### config.mk
export PLATFORM = sky130hd
export DESIGN_NAME = priority_task_scheduler
export DESIGN_NICKNAME = d
export VERILOG_FILES = /design/src/rtl/pts_pkg.sv /design/src/rtl/priority_task_scheduler.sv /design/src/rtl/pts_slot_table.sv
export SDC_FILE = /design/constraint.sdc
export NUM_CORES = 1
export LEC_CHECK = 0
export ABC_AREA = 1
export BUFFER_PORTS_ARGS = -buffer_cell sky130_fd_sc_hd__buf_4
export CAP_MARGIN = 10
export CORE_ASPECT_RATIO = 0.9
export CORE_MARGIN = 2
export CORE_UTILIZATION = 50
export CTS_CLUSTER_DIAMETER = 50
export CTS_CLUSTER_SIZE = 30
export DETAILED_ROUTE_END_ITERATION = 6
export PLACE_DENSITY = 0.75
export SETUP_SLACK_MARGIN = 0.05
export SKIP_CTS_REPAIR_TIMING = 1
export SLEW_MARGIN = 25
export SYNTH_ARGS = -nofsm -noshare
export SYNTH_HDL_FRONTEND = slang
export SYNTH_HIERARCHICAL = 1
export SYNTH_SLANG_ARGS = --single-unit
### constraint.sdc
create_clock -name aclk -period 11.52 [get_ports aclk]
set_clock_uncertainty 0.05 [all_clocks]
set_input_delay 0.576 -clock aclk [delete_from_list [all_inputs] [get_ports aclk]]
set_output_delay 0.576 -clock aclk [all_outputs]
set_load 0.05 [all_outputs]
### src/rtl/pts_pkg.sv
// shared types, codes and widths for the priority task scheduler
package pts_pkg;

    localparam int PTS_TASK_SLOTS = 8;

    localparam int OP_W       = 3;
    localparam int PRIO_W     = 8;
    localparam int DELAY_W    = 32;
    localparam int SLOT_IN_W  = 3;
    localparam int STATUS_W   = 2;
    localparam int S_DATA_W   = 48;
    localparam int M_DATA_W   = 48;

    localparam logic [OP_W-1:0] OP_CREATE   = 3'd0;
    localparam logic [OP_W-1:0] OP_DELAY    = 3'd1;
    localparam logic [OP_W-1:0] OP_SUSPEND  = 3'd2;
    localparam logic [OP_W-1:0] OP_ACTIVATE = 3'd3;
    localparam logic [OP_W-1:0] OP_TICK     = 3'd4;

    localparam logic [1:0] TS_READY     = 2'd0;
    localparam logic [1:0] TS_RUNNING   = 2'd1;
    localparam logic [1:0] TS_WAITING   = 2'd2;
    localparam logic [1:0] TS_SUSPENDED = 2'd3;

    localparam logic [STATUS_W-1:0] STAT_OK       = 2'd0;
    localparam logic [STATUS_W-1:0] STAT_FULL     = 2'd1;
    localparam logic [STATUS_W-1:0] STAT_BAD_SLOT = 2'd2;

    typedef struct packed {
        logic [1:0]         tstate;
        logic [DELAY_W-1:0] delay;
    } dyn_t;

    typedef struct packed {
        logic [PRIO_W-1:0] prio;
        logic              idle;
    } attr_t;

endpackage

### src/rtl/priority_task_scheduler.sv
// create and unknown ops go from accept through exec to the response register; the others also
// scan the created slots and decide before the response; one request is handled at a time
// the dispatch scan reads one slot per cycle through the single table read port
// a new request is taken while the previous response still waits on m_tready
// reset clears slot count, current slot, tick count and handshakes; table contents undefined
module priority_task_scheduler import pts_pkg::*; #(
    parameter int TASK_SLOTS = PTS_TASK_SLOTS
) (
    input  logic                aclk,
    input  logic                aresetn,
    input  logic                s_tvalid,
    output logic                s_tready,
    // task_priority_in, start_ready, marks_idle, delay_ticks, target_slot
    input  logic [S_DATA_W-1:0] s_tdata,
    // op
    input  logic [OP_W-1:0]     s_tuser,
    output logic                m_tvalid,
    input  logic                m_tready,
    // status, new_handle, running_slot, switch_request, tick_total
    output logic [M_DATA_W-1:0] m_tdata
);

    localparam int SW   = $clog2(TASK_SLOTS);
    localparam int CW   = $clog2(TASK_SLOTS + 1);
    localparam int CMPW = (CW > SLOT_IN_W) ? CW : SLOT_IN_W;
    localparam int WX   = (SW > SLOT_IN_W) ? SW : SLOT_IN_W;

    localparam logic [2:0] S_IDLE   = 3'd0;
    localparam logic [2:0] S_EXEC   = 3'd1;
    localparam logic [2:0] S_SCAN   = 3'd2;
    localparam logic [2:0] S_DECIDE = 3'd3;
    localparam logic [2:0] S_RESP   = 3'd4;

    logic [2:0]           state_reg;
    logic [OP_W-1:0]      op_reg;
    logic [PRIO_W-1:0]    prio_reg;
    logic                 start_ready_reg;
    logic                 marks_idle_reg;
    logic [DELAY_W-1:0]   delay_reg;
    logic [SLOT_IN_W-1:0] target_reg;

    logic [CW-1:0]        count_reg;
    logic [SW-1:0]        current_reg;
    logic [SW-1:0]        pick_reg;
    logic [DELAY_W-1:0]   ticks_reg;

    logic [SW-1:0]        scan_idx_reg;
    logic                 best_found_reg;
    logic [PRIO_W-1:0]    best_pri_reg;
    logic [SW-1:0]        best_idx_reg;
    logic                 idle_found_reg;
    logic [SW-1:0]        idle_idx_reg;

    logic                 fwd_valid_reg;
    logic [SW-1:0]        fwd_addr_reg;
    logic [1:0]           fwd_state_reg;

    logic [STATUS_W-1:0]  status_reg;
    logic [SW-1:0]        handle_reg;
    logic                 sw_reg;
    logic                 m_tvalid_reg;
    logic [M_DATA_W-1:0]  m_tdata_reg;

    logic [SW-1:0]        rd_addr;
    logic                 attr_we;
    logic [SW-1:0]        attr_waddr;
    attr_t                attr_wdata;
    attr_t                attr_rdata;
    logic                 dyn_we;
    logic [SW-1:0]        dyn_waddr;
    dyn_t                 dyn_wdata;
    dyn_t                 dyn_rdata;

    logic                 table_full;
    logic                 tgt_ok;
    logic [SW-1:0]        tgt_addr;
    logic [CMPW-1:0]      tgt_ext;
    logic [CMPW-1:0]      cnt_ext;
    dyn_t                 slot_dyn;
    logic [DELAY_W-1:0]   dec_delay;
    logic                 tick_upd;
    logic [1:0]           new_state;
    logic                 eligible;
    logic                 take;
    logic                 scan_last;
    logic [SW-1:0]        pick;
    logic [WX-1:0]        cur_x;
    logic [WX-1:0]        handle_x;

    pts_slot_table #(
        .TASK_SLOTS (TASK_SLOTS)
    ) u_table (
        .aclk       (aclk),
        .rd_addr    (rd_addr),
        .attr_we    (attr_we),
        .attr_waddr (attr_waddr),
        .attr_wdata (attr_wdata),
        .attr_rdata (attr_rdata),
        .dyn_we     (dyn_we),
        .dyn_waddr  (dyn_waddr),
        .dyn_wdata  (dyn_wdata),
        .dyn_rdata  (dyn_rdata)
    );

    assign s_tready = (state_reg == S_IDLE);
    assign m_tvalid = m_tvalid_reg;
    assign m_tdata  = m_tdata_reg;

    assign table_full = !(count_reg < CW'(TASK_SLOTS));
    assign tgt_ext    = CMPW'(target_reg);
    assign cnt_ext    = CMPW'(count_reg);
    assign tgt_ok     = tgt_ext < cnt_ext;
    assign tgt_addr   = tgt_ext[SW-1:0];

    // forward the state written in the exec cycle to the scan read of the same slot
    always_comb begin
        slot_dyn = dyn_rdata;
        if (fwd_valid_reg && (fwd_addr_reg == scan_idx_reg)) begin
            slot_dyn.tstate = fwd_state_reg;
        end
    end

    assign dec_delay = slot_dyn.delay - DELAY_W'(1);
    assign tick_upd  = (op_reg == OP_TICK) && (slot_dyn.tstate == TS_WAITING);
    assign new_state = tick_upd ? ((dec_delay == '0) ? TS_READY : TS_WAITING)
                                : slot_dyn.tstate;
    assign eligible  = (new_state == TS_READY) || (new_state == TS_RUNNING);
    assign take      = eligible && (attr_rdata.prio >= best_pri_reg);
    assign scan_last = (CW'(scan_idx_reg) == (count_reg - CW'(1)));
    assign pick      = best_found_reg ? best_idx_reg :
                       idle_found_reg ? idle_idx_reg : pick_reg;

    assign cur_x    = WX'(current_reg);
    assign handle_x = WX'(handle_reg);

    always_comb begin
        rd_addr    = '0;
        attr_we    = 1'b0;
        attr_waddr = count_reg[SW-1:0];
        attr_wdata = '{prio: prio_reg, idle: marks_idle_reg};
        dyn_we     = 1'b0;
        dyn_waddr  = current_reg;
        dyn_wdata  = '{tstate: TS_READY, delay: delay_reg};
        unique case (state_reg)
            S_EXEC: begin
                unique case (op_reg)
                    OP_CREATE: begin
                        attr_we   = !table_full;
                        dyn_we    = !table_full;
                        dyn_waddr = count_reg[SW-1:0];
                        dyn_wdata = '{tstate: start_ready_reg ? TS_READY : TS_SUSPENDED,
                                      delay: '0};
                    end
                    OP_DELAY: begin
                        dyn_we    = 1'b1;
                        dyn_wdata = '{tstate: TS_WAITING, delay: delay_reg};
                    end
                    OP_SUSPEND: begin
                        dyn_we    = 1'b1;
                        dyn_wdata = '{tstate: TS_SUSPENDED, delay: delay_reg};
                    end
                    OP_ACTIVATE: begin
                        dyn_we    = tgt_ok;
                        dyn_waddr = tgt_addr;
                    end
                    default: begin
                    end
                endcase
            end
            S_SCAN: begin
                rd_addr   = scan_idx_reg + SW'(1);
                dyn_we    = tick_upd;
                dyn_waddr = scan_idx_reg;
                dyn_wdata = '{tstate: new_state, delay: dec_delay};
            end
            S_DECIDE: begin
                dyn_we    = (pick != current_reg);
                dyn_waddr = pick;
                dyn_wdata = '{tstate: TS_RUNNING, delay: delay_reg};
            end
            default: begin
            end
        endcase
    end

    always_ff @(posedge aclk) begin
        if (!aresetn) begin
            state_reg     <= S_IDLE;
            count_reg     <= '0;
            current_reg   <= '0;
            pick_reg      <= '0;
            ticks_reg     <= '0;
            fwd_valid_reg <= 1'b0;
            m_tvalid_reg  <= 1'b0;
        end else begin
            if (m_tready && (state_reg != S_RESP)) begin
                m_tvalid_reg <= 1'b0;
            end
            unique case (state_reg)
                S_IDLE: begin
                    if (s_tvalid) begin
                        op_reg          <= s_tuser;
                        prio_reg        <= s_tdata[7:0];
                        start_ready_reg <= s_tdata[8];
                        marks_idle_reg  <= s_tdata[9];
                        delay_reg       <= s_tdata[41:10];
                        target_reg      <= s_tdata[44:42];
                        state_reg       <= S_EXEC;
                    end
                end
                S_EXEC: begin
                    sw_reg         <= 1'b0;
                    scan_idx_reg   <= '0;
                    best_found_reg <= 1'b0;
                    best_pri_reg   <= '0;
                    idle_found_reg <= 1'b0;
                    fwd_valid_reg  <= dyn_we;
                    fwd_addr_reg   <= dyn_waddr;
                    fwd_state_reg  <= dyn_wdata.tstate;
                    unique case (op_reg)
                        OP_CREATE: begin
                            if (table_full) begin
                                status_reg <= STAT_FULL;
                                handle_reg <= '0;
                            end else begin
                                status_reg <= STAT_OK;
                                count_reg  <= count_reg + CW'(1);
                                handle_reg <= count_reg[SW-1:0];
                            end
                            state_reg <= S_RESP;
                        end
                        OP_DELAY, OP_SUSPEND, OP_ACTIVATE, OP_TICK: begin
                            status_reg <= ((op_reg == OP_ACTIVATE) && !tgt_ok) ?
                                          STAT_BAD_SLOT : STAT_OK;
                            handle_reg <= '0;
                            if (op_reg == OP_TICK) begin
                                ticks_reg <= ticks_reg + DELAY_W'(1);
                            end
                            state_reg <= (count_reg == '0) ? S_DECIDE : S_SCAN;
                        end
                        default: begin
                            status_reg <= STAT_OK;
                            handle_reg <= '0;
                            state_reg  <= S_RESP;
                        end
                    endcase
                end
                S_SCAN: begin
                    if (attr_rdata.idle) begin
                        idle_found_reg <= 1'b1;
                        idle_idx_reg   <= scan_idx_reg;
                    end
                    if (take) begin
                        best_found_reg <= 1'b1;
                        best_pri_reg   <= attr_rdata.prio;
                        best_idx_reg   <= scan_idx_reg;
                    end
                    if (scan_last) begin
                        state_reg <= S_DECIDE;
                    end else begin
                        scan_idx_reg <= scan_idx_reg + SW'(1);
                    end
                end
                S_DECIDE: begin
                    pick_reg <= pick;
                    if (pick != current_reg) begin
                        current_reg <= pick;
                        sw_reg      <= 1'b1;
                    end
                    state_reg <= S_RESP;
                end
                S_RESP: begin
                    if (!m_tvalid_reg || m_tready) begin
                        m_tvalid_reg <= 1'b1;
                        m_tdata_reg  <= {7'b0, ticks_reg, sw_reg, cur_x[2:0],
                                         handle_x[2:0], status_reg};
                        state_reg    <= S_IDLE;
                    end
                end
                default: begin
                    state_reg <= S_IDLE;
                end
            endcase
        end
    end

    a_count_bound: assert property (@(posedge aclk) disable iff (!aresetn)
        count_reg <= CW'(TASK_SLOTS))
        else $error("slot count above table size");

    a_current_live: assert property (@(posedge aclk) disable iff (!aresetn)
        (count_reg != '0) |-> (CW'(current_reg) < count_reg))
        else $error("current slot outside created slots");

    a_scan_live: assert property (@(posedge aclk) disable iff (!aresetn)
        (state_reg == S_SCAN) |-> (CW'(scan_idx_reg) < count_reg))
        else $error("scan index outside created slots");

    a_ticks_only_on_tick: assert property (@(posedge aclk) disable iff (!aresetn)
        ($past(aresetn) && (ticks_reg != $past(ticks_reg))) |->
            ($past(state_reg) == S_EXEC) && ($past(op_reg) == OP_TICK))
        else $error("tick count moved without a tick request");

endmodule

### src/rtl/pts_slot_table.sv
// task slot table: attribute memory and state/delay memory, registered reads
module pts_slot_table import pts_pkg::*; #(
    parameter int TASK_SLOTS = PTS_TASK_SLOTS,
    localparam int SW = $clog2(TASK_SLOTS)
) (
    input  logic          aclk,
    input  logic [SW-1:0] rd_addr,
    input  logic          attr_we,
    input  logic [SW-1:0] attr_waddr,
    input  attr_t         attr_wdata,
    output attr_t         attr_rdata,
    input  logic          dyn_we,
    input  logic [SW-1:0] dyn_waddr,
    input  dyn_t          dyn_wdata,
    output dyn_t          dyn_rdata
);

    attr_t attr_mem [TASK_SLOTS];
    dyn_t  dyn_mem  [TASK_SLOTS];
    attr_t attr_rdata_reg;
    dyn_t  dyn_rdata_reg;

    always_ff @(posedge aclk) begin
        if (attr_we) begin
            attr_mem[attr_waddr] <= attr_wdata;
        end
        attr_rdata_reg <= attr_mem[rd_addr];
    end

    always_ff @(posedge aclk) begin
        if (dyn_we) begin
            dyn_mem[dyn_waddr] <= dyn_wdata;
        end
        dyn_rdata_reg <= dyn_mem[rd_addr];
    end

    assign attr_rdata = attr_rdata_reg;
    assign dyn_rdata  = dyn_rdata_reg;

endmodule
==> key figures, run 1 <==
Run status
  – Status: completed

Timing
  – Worst-Margin Slew: roughly 1.0 ns
  – Total negative setup slack: 0 ns
  – Final hold vios: 0
  – Setup violators final: 0
  – Setup repair after global routing missed its margin: no
  – Post-route clock period utilization: 0.345
  – Relative slew slack: 0.300
  – Slew Limit Fails: 0
  – Max Freq: 0.251 GHz
  – Final worst path period need: 3.98 ns

Drt
  – First-pass iteration count of the detailed router: 6
  – WL per Instance: 16.3 microns
  – Final WL: between 50000 and 60000 microns
  – DR vias/cell: 5.16
  – DRC violations left: 0
  – Routed via count: 16600
  – Post-route antenna net violation count: 0
  – Initial DRC count: approximately 1700

Critical path
  – Crit end category: flop
  – Worst Path Class, Setup: flop to flop
  – Worst EP required: between 10 and 15 ns
  – Arr. time, crit path: ~4.4 ns
  – Slowest CP cell: buf_6
  – Most used cell, CP: nand2_1
  – Crit path largest cell delay: approximately 0.74 ns
  – Top Family by Delay on Critical Path: buffers and inverters
  – Setup crit start kind: flop
  – Buffer and inverter count on the worst path: 5
  – CP cell instances: nor3_2, buf_4, inv_2, nor2_4, buf_4, inv_4, buf_6, nand2_1, nand3_1, nand2_1, nand2_1, nand2_1
  – Crit Path Max Fanout: 108

Yosys
  – Fraction of the mapped netlist area in compound gates: 0.0266
  – Mux cell area share after synthesis: 0
  – Synth Area in Adders: 0.00883
  – Yosys warns: 6
  – Synth Area in Simple Gates: 0.208
  – Post-Synth XOR/XNOR Area: 0.00945
  – Asr flop ratio synth: 0
  – Post-synth cell types: 45
  – Syn avg cell area: 9.69 sq um
  – Mapped Area: 24100 sq um
  – Sequential fraction of the synthesis area: 0.652
  – Yosys reg bits: 553
  – EDFF count, synth: 463
  – Combinational family with the most area after synthesis: simple AND/OR/NAND/NOR gates
  – Ys flop type: edfxtp_1
  – Post-synthesis cell count: 2487

Placed design
  – Port bufs: 94
  – GP Congestion: between 0.9 and 1
  – Dpl hpwl: between 30000 and 40000 microns

Cells and area
  – Area Overhead vs Synth: 12.1%
  – Fin nets: roughly 2600
  – # fillers: around 3900
  – Largest register FFs: 272
  – # diodes: 0
  – Layout cells sized above 1: 0.0927

Die
  – Core region area: 47700 sq um
  – Die Area: 49900 sq um
  – Die W: 235 microns
  – Initial Utilization: 0.505
  – Row count: 76
  – Die extent in y: around 210 microns
  – IO Pins: between 100 and 150

Clock network
  – Skew-Pair Late Insertion Delay: approximately 0.59 ns
  – CTS tree: yes
  – Clock tree root driver cell: clkbuf_16
  – Max clock buf depth: 3
  – H-Tree Depth: 2
  – CTS sink cnt: 553
  – Worst-path clk slew: 0.10 ns
  – Clock buffer count from CTS: 42

Pwr
  – Power per cell area: 163 nW/um^2
  – Max VDD drop: 0.000124 V
  – Leak: 11.7 nW
  – Tot Pwr: 4.39 mW

GRT
  – Largest net degree at the start of global routing: 109
  – First-pass GRT wire length: 82300 microns
  – Global-route usage over all layers: 0.209
  – Vias in the first global route: 16100
  – Total gr overflow: 0
  – Antenna violations before repair: 0

Hold path
  – Min-delay worst type: input pin to flop

Job
  – Max Cap Violations: 0
[placed cells by master (no fill, tap or decap), drive strengths merged]
cell type and n:
nand2b 1, nor2 154, o211ai 1, clkbuf 43, nor4 5, nor3 22
and3 1, o31ai 2, o21a 7, a22oi 3, o21ai 54, inv 524
nand2 761, o22ai 14, or2 3, nor3b 2, clkinv 8, dfxtp 90
xor2 18, nand4 14, buf 116, edfxtp 463, xnor2 8, nand3b 8
a21oi 34, ha 17, a211oi 1, conb 7, nand3 218, o2111ai 1
bufinv 1
[layer usage]
| layer | vias to the layer above | GRT usage | routed length, microns |
|---|---|---|---|
| met5 | - | 0 | 0 |
| met4 | 0 | 0.0639 | 1200 |
| met3 | 110 | 0.0345 | 3750 |
| met2 | 584 | 0.377 | 26000 |
| met1 | 7903 | 0.260 | 21500 |
| li1 | 8031 | - | - |
[Yosys cell counts (18+ instances only)]
| cell | number | area share |
|---|---|---|
| nand2_1 | 758 | 0.12 |
| inv_1 | 491 | 0.077 |
| edfxtp_1 | 463 | 0.58 |
| nand3_1 | 216 | 0.045 |
| nor2_1 | 142 | 0.022 |
| dfxtp_1 | 90 | 0.075 |
| o21ai_0 | 54 | 0.011 |
| clkbuf_1 | 35 | 0.0055 |
| a21oi_1 | 34 | 0.0071 |
| buf_2 | 30 | 0.0062 |
| nor3_1 | 18 | 0.0037 |
| xor2_1 | 18 | 0.0065 |
[path summary, 6_finish.rpt]
path	start	to	slack, ns	cells past startpoint
hold / removal	s_tdata[18]	delay_reg[8]$_DFFE_PP_	0.10	1
setup reg to reg	state_reg[2]$_SDFFE_PN0P_	u_table/attr_rdata[6]$_DFF_P_	7.54	12
setup / recovery	state_reg[2]$_SDFFE_PN0P_	u_table/attr_rdata[6]$_DFF_P_	7.54	12
hold reg to reg	status_reg[0]$_DFFE_PP_	m_tdata[0]$_DFFE_PP_	0.38	0
[where the power goes]
group	switching, mW	leakage (nW)	internal, mW	total, mW
registers	0.0518	4.97	2.30	2.35
logic	0.322	6.01	0.119	0.441
clock network	0.818	0.747	0.783	1.60
total	1.19	11.7	3.20	4.39
[area by class of cell]
type	count	area, sq um	area share
Clock buffer	43	1080	0.0398
Tap cell	624	781	0.0289
Clock inverter	34	449	0.0166
Multi-Input combinational cell	1356	6220	0.230
Inverter	499	1880	0.0695
Timing Repair Buffer	116	902	0.0334
Sequential cell	553	15700	0.582
[metrics by stage]
step                instance area [sq um]  hold slack, ns  cells  utilization  setup slack, ns
finish                              27000           0.101   3225        0.566             7.54
global route                        27000          0.0729   3225        0.566             7.32
CTS                                 27000          0.0746   3224        0.565             7.30
detailed placement                  25400           0.358   3147        0.533             7.33
global placement                    25400           0.355   3147        0.533             7.49
floorplan                           24100           0.350   2493            -             5.00
[logic make-up (layout without fill, tap and decap cells)]
logic type / count (synthesis) / in the layout
and+or+nand+nor: 1189 / 1189
buffers and inverters: 584 / 692
DFF: 553 / 553
AOI/OAI and AO/OA: 117 / 117
xor gates and xnor gates: 26 / 26
adders and majority gates: 17 / 17
other: 1 / 7
(Power assumes the default switching activity.)
==> run 2, diff against run 1 <==
--- a/config.mk
+++ b/config.mk
@@ -14,7 +14,7 @@
 export CTS_CLUSTER_DIAMETER = 50
 export CTS_CLUSTER_SIZE = 30
 export DETAILED_ROUTE_END_ITERATION = 6
-export PLACE_DENSITY = 0.75
+export PLACE_DENSITY = 0.77
 export SETUP_SLACK_MARGIN = 0.05
 export SKIP_CTS_REPAIR_TIMING = 1
 export SLEW_MARGIN = 25
==> constraint.sdc (replaced) <==
create_clock -name aclk -period 3.5 [get_ports aclk]
set_clock_uncertainty 0.05 [all_clocks]
set_input_delay 0.175 -clock aclk [delete_from_list [all_inputs] [get_ports aclk]]
set_output_delay 0.175 -clock aclk [all_outputs]
set_load 0.05 [all_outputs]
==> run 2 against run 1 <==
Effect of this change:
- routed wire length is 0.60% lower
- die area did not move
- design area rose by 2.6%
- global-route usage down 0.13 points
- clock-buffer cell count grew 3
- largest power group unchanged
==> key figures, run 2 (synthesis results as in run 1) <==
Critical path
  – Setup crit start kind: flop
  – Crit Path Max Fanout: 34
  – Worst Path Class, Setup: flop to flop
  – Worst EP required: between 3 and 4 ns
  – Crit end category: flop
  – Arr. time, crit path: between 3 and 4 ns

Placed design
  – Pre-CTS WS: 0.560 ns
  – Port bufs: 94
  – Placed Cells: 3159
  – Dpl hpwl: 31200 microns
  – Area after DPL: 25700 sq um
  – GP Congestion: 0.894

Timing
  – Relative slew slack: 0.370
  – Hold_ws: 0.237 ns
  – Fin worst setup slack: 0.474 ns
  – Slew Limit Fails: 0
  – Max Freq: 0.330 GHz
  – Setup repair after global routing missed its margin: no
  – Total negative setup slack: 0 ns
  – Final hold vios: 0
  – Final worst path period need: ~3.0 ns
  – Post-route clock period utilization: 0.865
  – Setup violators final: 0
  – Worst-Margin Slew: around 0.94 ns

Cells and area
  – Commonest cells after routing, fill and taps aside: 758 x nand2_1, 491 x inv_1, 463 x edfxtp_1
  – Largest register FFs: 272
  – Finished Layout Cells: about 3300
  – Fin nets: 2703
  – # diodes: 0
  – Layout cells sized above 1: 0.0935
  – Commonest non-fill, non-tap cell in the layout: nand2_1
  – Area Overhead vs Synth: 15.1%
  – Post-route cell area: 27700 sq um
  – Final Util: 0.581

GRT
  – Vias in the first global route: approximately 16000
  – First-pass GRT wire length: 81900 microns
  – Total gr overflow: 0
  – Largest net degree at the start of global routing: 174
  – Antenna violations before repair: 0
  – Global-route usage over all layers: 0.208

Run status
  – Status: completed

Drt
  – WL per Instance: roughly 16 microns
  – DRC violations left: 0
  – Routed via count: 16800
  – Final WL: roughly 52000 microns
  – DR vias/cell: 5.11
  – Initial DRC count: 1610
  – First-pass iteration count of the detailed router: 6
  – Post-route antenna net violation count: 0

Pwr
  – Leak: 12.0 nW
  – Power per cell area: 521 nW/um^2
  – Tot Pwr: 14.4 mW
  – Max VDD drop: 0.000305 V

Die
  – Die W: 235 microns
  – Core region area: 47700 sq um
  – IO Pins: 105
  – Initial Utilization: 0.505
  – Die extent in y: 212 microns
  – Row count: 76
  – Die Area: 49900 sq um

Clock network
  – Skew-Pair Late Insertion Delay: 0.60 ns
  – CTS sink cnt: 553
  – Clock tree root driver cell: clkbuf_16
  – H-Tree Depth: 2
  – CTS tree: yes
  – Max clock buf depth: 3
  – Worst-path clk slew: around 0.090 ns
  – Clock buffer count from CTS: 43

Hold path
  – Min-delay worst type: input pin to flop

Job
  – Max Cap Violations: 0
## run 2: cell count changes in the layout (fill, tap and decap cells not counted), moves of 3 or more
cell | previous run | this run
buf_6 | 3 | 0
buf_4 | 112 | 115
inv_12 | 9 | 4
dlygate4sd3_1 | 0 | 51
clkinv_8 | 1 | 5
clkinv_2 | 0 | 3
inv_8 | 6 | 3
buf_12 | 0 | 12
## run 2: worst max-delay path: stages, from the launching register on
cell,delay [ns]
dfxtp_1,0.46
inv_1,0.18
ha_1,0.31
o21a_1,0.10
o21a_1,0.16
o21ai_0,0.26
nand2_1,0.08
nand3_1,0.09
nand2_1,0.09
o211ai_1,0.12
nand2_1,0.28
nor2_4,0.21
buf_12,0.28
## run 2: layout make-up
| class | instances | area, sq um |
|---|---|---|
| clock inverter | 32 | 394 |
| tap | 624 | 781 |
| clock buffer | 46 | 1120 |
| inverter | 499 | 1880 |
| multi-input combinational | 1356 | 6230 |
| sequential | 553 | 15700 |
| fill | 3802 | 20000 |
| timing repair buffer | 178 | 1610 |
## run 2: final timing paths
| check | from | to | slack (ns) | cells past startpoint |
|---|---|---|---|---|
| worst max-delay path | cnt_ext[1]$_SDFFE_PN0P_ | u_table/dyn_mem[7][20]$_DFFE_PP_ | 0.47 | 12 |
| worst min-delay path | s_tdata[13] | delay_reg[3]$_DFFE_PP_ | 0.24 | 2 |
| worst max register to register | cnt_ext[1]$_SDFFE_PN0P_ | u_table/dyn_mem[7][20]$_DFFE_PP_ | 0.47 | 12 |
| worst min register to register | handle_reg[2]$_SDFFCE_PN0P_ | m_tdata[4]$_DFFE_PP_ | 0.37 | 0 |
## run 2: report_power, final
| group | leakage (nW) | internal (mW) | total [mW] | switching, mW |
|---|---|---|---|---|
| Combinational | 6.31 | 0.446 | 1.51 | 1.07 |
| Sequential | 4.97 | 7.56 | 7.73 | 0.170 |
| Clock | 0.741 | 2.59 | 5.19 | 2.60 |
| Total | 12.0 | 10.6 | 14.4 | 3.83 |
## run 2: metal layers
metal,wire length (microns),vias up,part of all wire,GRT usage
met1,21300,7906,0.41,0.261
met3,3250,148,0.062,0.0262
met4,2150,0,0.041,0.101
met5,0,-,0,0
met2,25400,580,0.49,0.362
li1,-,8168,-,-
==> run 3, diff against run 2 <==
--- a/config.mk
+++ b/config.mk
@@ -14,6 +14,7 @@
 export CTS_CLUSTER_DIAMETER = 50
 export CTS_CLUSTER_SIZE = 30
 export DETAILED_ROUTE_END_ITERATION = 6
+export GPL_TIMING_DRIVEN = 0
 export PLACE_DENSITY = 0.77
 export SETUP_SLACK_MARGIN = 0.05
 export SKIP_CTS_REPAIR_TIMING = 1
==> constraint.sdc (replaced) <==
create_clock -name aclk -period 2.6 [get_ports aclk]
set_clock_uncertainty 0.05 [all_clocks]
set_input_delay 0.13 -clock aclk [delete_from_list [all_inputs] [get_ports aclk]]
set_output_delay 0.13 -clock aclk [all_outputs]
set_load 0.05 [all_outputs]
==> run 3 against run 2 <==
Effect of this change:
- the flow now finishes with violations (setup timing)
- combinational power increased by 54%
- fmax up 10%
- non-clock buffer count grew 99
- die area unchanged
- first-iteration DRC count grew 17%
- critical path type unchanged
- routed wire length up 18%
- global-route usage rose by 2.6 points
- sequential power is 35% higher
==> key figures, run 3 (synthesis results as in run 1) <==
Clock network
  – Skew-Pair Late Insertion Delay: 0.61 ns
  – Max clock buf depth: 3
  – Worst-path clk slew: 0.09 ns
  – Clock buffer count from CTS: 43
  – CTS sink cnt: 553
  – Clock tree root driver cell: clkbuf_16
  – H-Tree Depth: 2
  – CTS tree: yes

Placed design
  – GP Congestion: 0.940
  – Pre-CTS WS: -0.582 ns
  – Dpl hpwl: 39700 microns
  – Port bufs: 93

Timing
  – Fin worst setup slack: -0.140 ns
  – Final worst path period need: 2.74 ns
  – Setup repair after global routing missed its margin: yes
  – Relative slew slack: 0.301
  – Setup violators final: 308
  – Worst-Margin Slew: 1.04 ns
  – Final hold vios: 0
  – Slew Limit Fails: 0
  – Hold_ws: 0.201 ns
  – Max Freq: between 0.3 and 0.4 GHz
  – Post-route clock period utilization: 1.05

Hold path
  – Min-delay worst type: input pin to flop

GRT
  – Largest net degree at the start of global routing: 24
  – Total gr overflow: 0
  – Vias in the first global route: approximately 17000
  – First-pass GRT wire length: 90100 microns
  – Antenna violations before repair: 0
  – Global-route usage over all layers: 0.234

Pwr
  – Comb pwr share: 0.117
  – Sw power: 5.37 mW
  – Power per cell area: around 690 nW/um^2
  – Max VDD drop: about 0.00044 V
  – Leak: 12.5 nW
  – Sequential fraction of design power: 0.523
  – Tot Pwr: 19.9 mW
  – Clock network fraction of total power: 0.360
  – Net Sw Frac: 0.269
  – Int Pwr: approximately 15 mW

Cells and area
  – Layout cells sized above 1: 0.135
  – # fillers: 3755
  – Final Util: 0.602
  – # diodes: 0
  – Area Overhead vs Synth: 19.3%
  – Fin nets: about 2800
  – Commonest non-fill, non-tap cell in the layout: nand2_1
  – Commonest cells after routing, fill and taps aside: 744 x nand2_1, 485 x inv_1, 463 x edfxtp_1
  – Largest register FFs: 272

Drt
  – WL per Instance: 18.1 microns
  – Routed via count: 17700
  – Initial DRC count: roughly 1900
  – DRC violations left: 0
  – Final WL: around 60000 microns
  – DR vias/cell: 5.21
  – Post-route antenna net violation count: 0
  – First-pass iteration count of the detailed router: 5

Critical path
  – Arr. time, crit path: between 2 and 3 ns
  – Worst Path Class, Setup: flop to flop
  – Worst EP required: 2.84 ns
  – Crit Path Max Fanout: 14
  – Setup crit start kind: flop
  – Crit end category: flop

Die
  – Die W: around 240 microns
  – Die extent in y: 212 microns
  – Initial Utilization: 0.505
  – IO Pins: 105
  – Core region area: 47700 sq um
  – Row count: 76
  – Die Area: 49900 sq um

Run status
  – Status: finished with violations
  – Failing checks: setup timing

Job
  – Max Cap Violations: 0
-- run 3: cell count changes in the layout (fill, tap and decap cells not counted), sizes merged --
cell	delta
bufinv	+1
clkinvlp	+1
buf	+49
dlygate4sd3	+4
clkinv	-4
nor2	+1
clkbuf	+51
inv	-1
-- run 3: metrics by stage --
stage               cell area [sq um]  cells  TNS, ns
global route                    28700   3390   -88.36
global placement                25700   3210  -346.40
detailed placement              26000   3224  -245.39
CTS                             27500   3304  -280.03
finish                          28700   3390   -24.46
floorplan                       24300   2493        0
-- run 3: layout make-up --
class	instances	area, sq um	share of cell area
sequential	553	15700	0.547
multi-input combinational	1357	6400	0.223
timing repair buffer	192	1910	0.0666
inverter	499	1890	0.0658
clock buffer	51	1180	0.0411
tap	624	781	0.0272
buffer	85	478	0.0166
clock inverter	29	374	0.0130
-- run 3: final timing paths --
kind	startpoint	end	slack [ns]	cells after the start
max	scan_idx_reg[1]$_DFFE_PP_	u_table/dyn_mem[0][18]$_DFFE_PP_	-0.14	11
min	s_tdata[15]	delay_reg[5]$_DFFE_PP_	0.20	2
max reg2reg	scan_idx_reg[1]$_DFFE_PP_	u_table/dyn_mem[0][18]$_DFFE_PP_	-0.14	11
min reg2reg	sw_reg$_DFFE_PP_	m_tdata[8]$_DFFE_PP_	0.37	0
-- run 3: power groups by stage --
stage,registers (mW),clock network (mW),logic [mW]
floorplan,10.6,0,1.32
global placement,10.6,0,1.97
detailed placement,10.6,0,2.08
CTS,10.4,7.26,2.09
global route,10.5,7.58,2.55
finish,10.4,7.18,2.33
-- run 3: critical path: stages, from the launching register on --
cell	delay, ns
edfxtp_1	0.48
inv_2	0.10
o21ai_1	0.07
nor2_1	0.24
nand3b_1	0.17
nand2_2	0.12
nand3_2	0.11
o211ai_1	0.32
nand2_2	0.23
nor2_4	0.18
buf_12	0.15
buf_12	0.18
-- run 3: layer usage --
| metal | vias to the layer above | GRT usage | part of all wire |
|---|---|---|---|
| met5 | - | 0 | 0 |
| met4 | 0 | 0.0903 | 0.025 |
| met3 | 104 | 0.0314 | 0.084 |
| met2 | 773 | 0.407 | 0.49 |
| met1 | 8421 | 0.303 | 0.40 |
| li1 | 8371 | - | - |
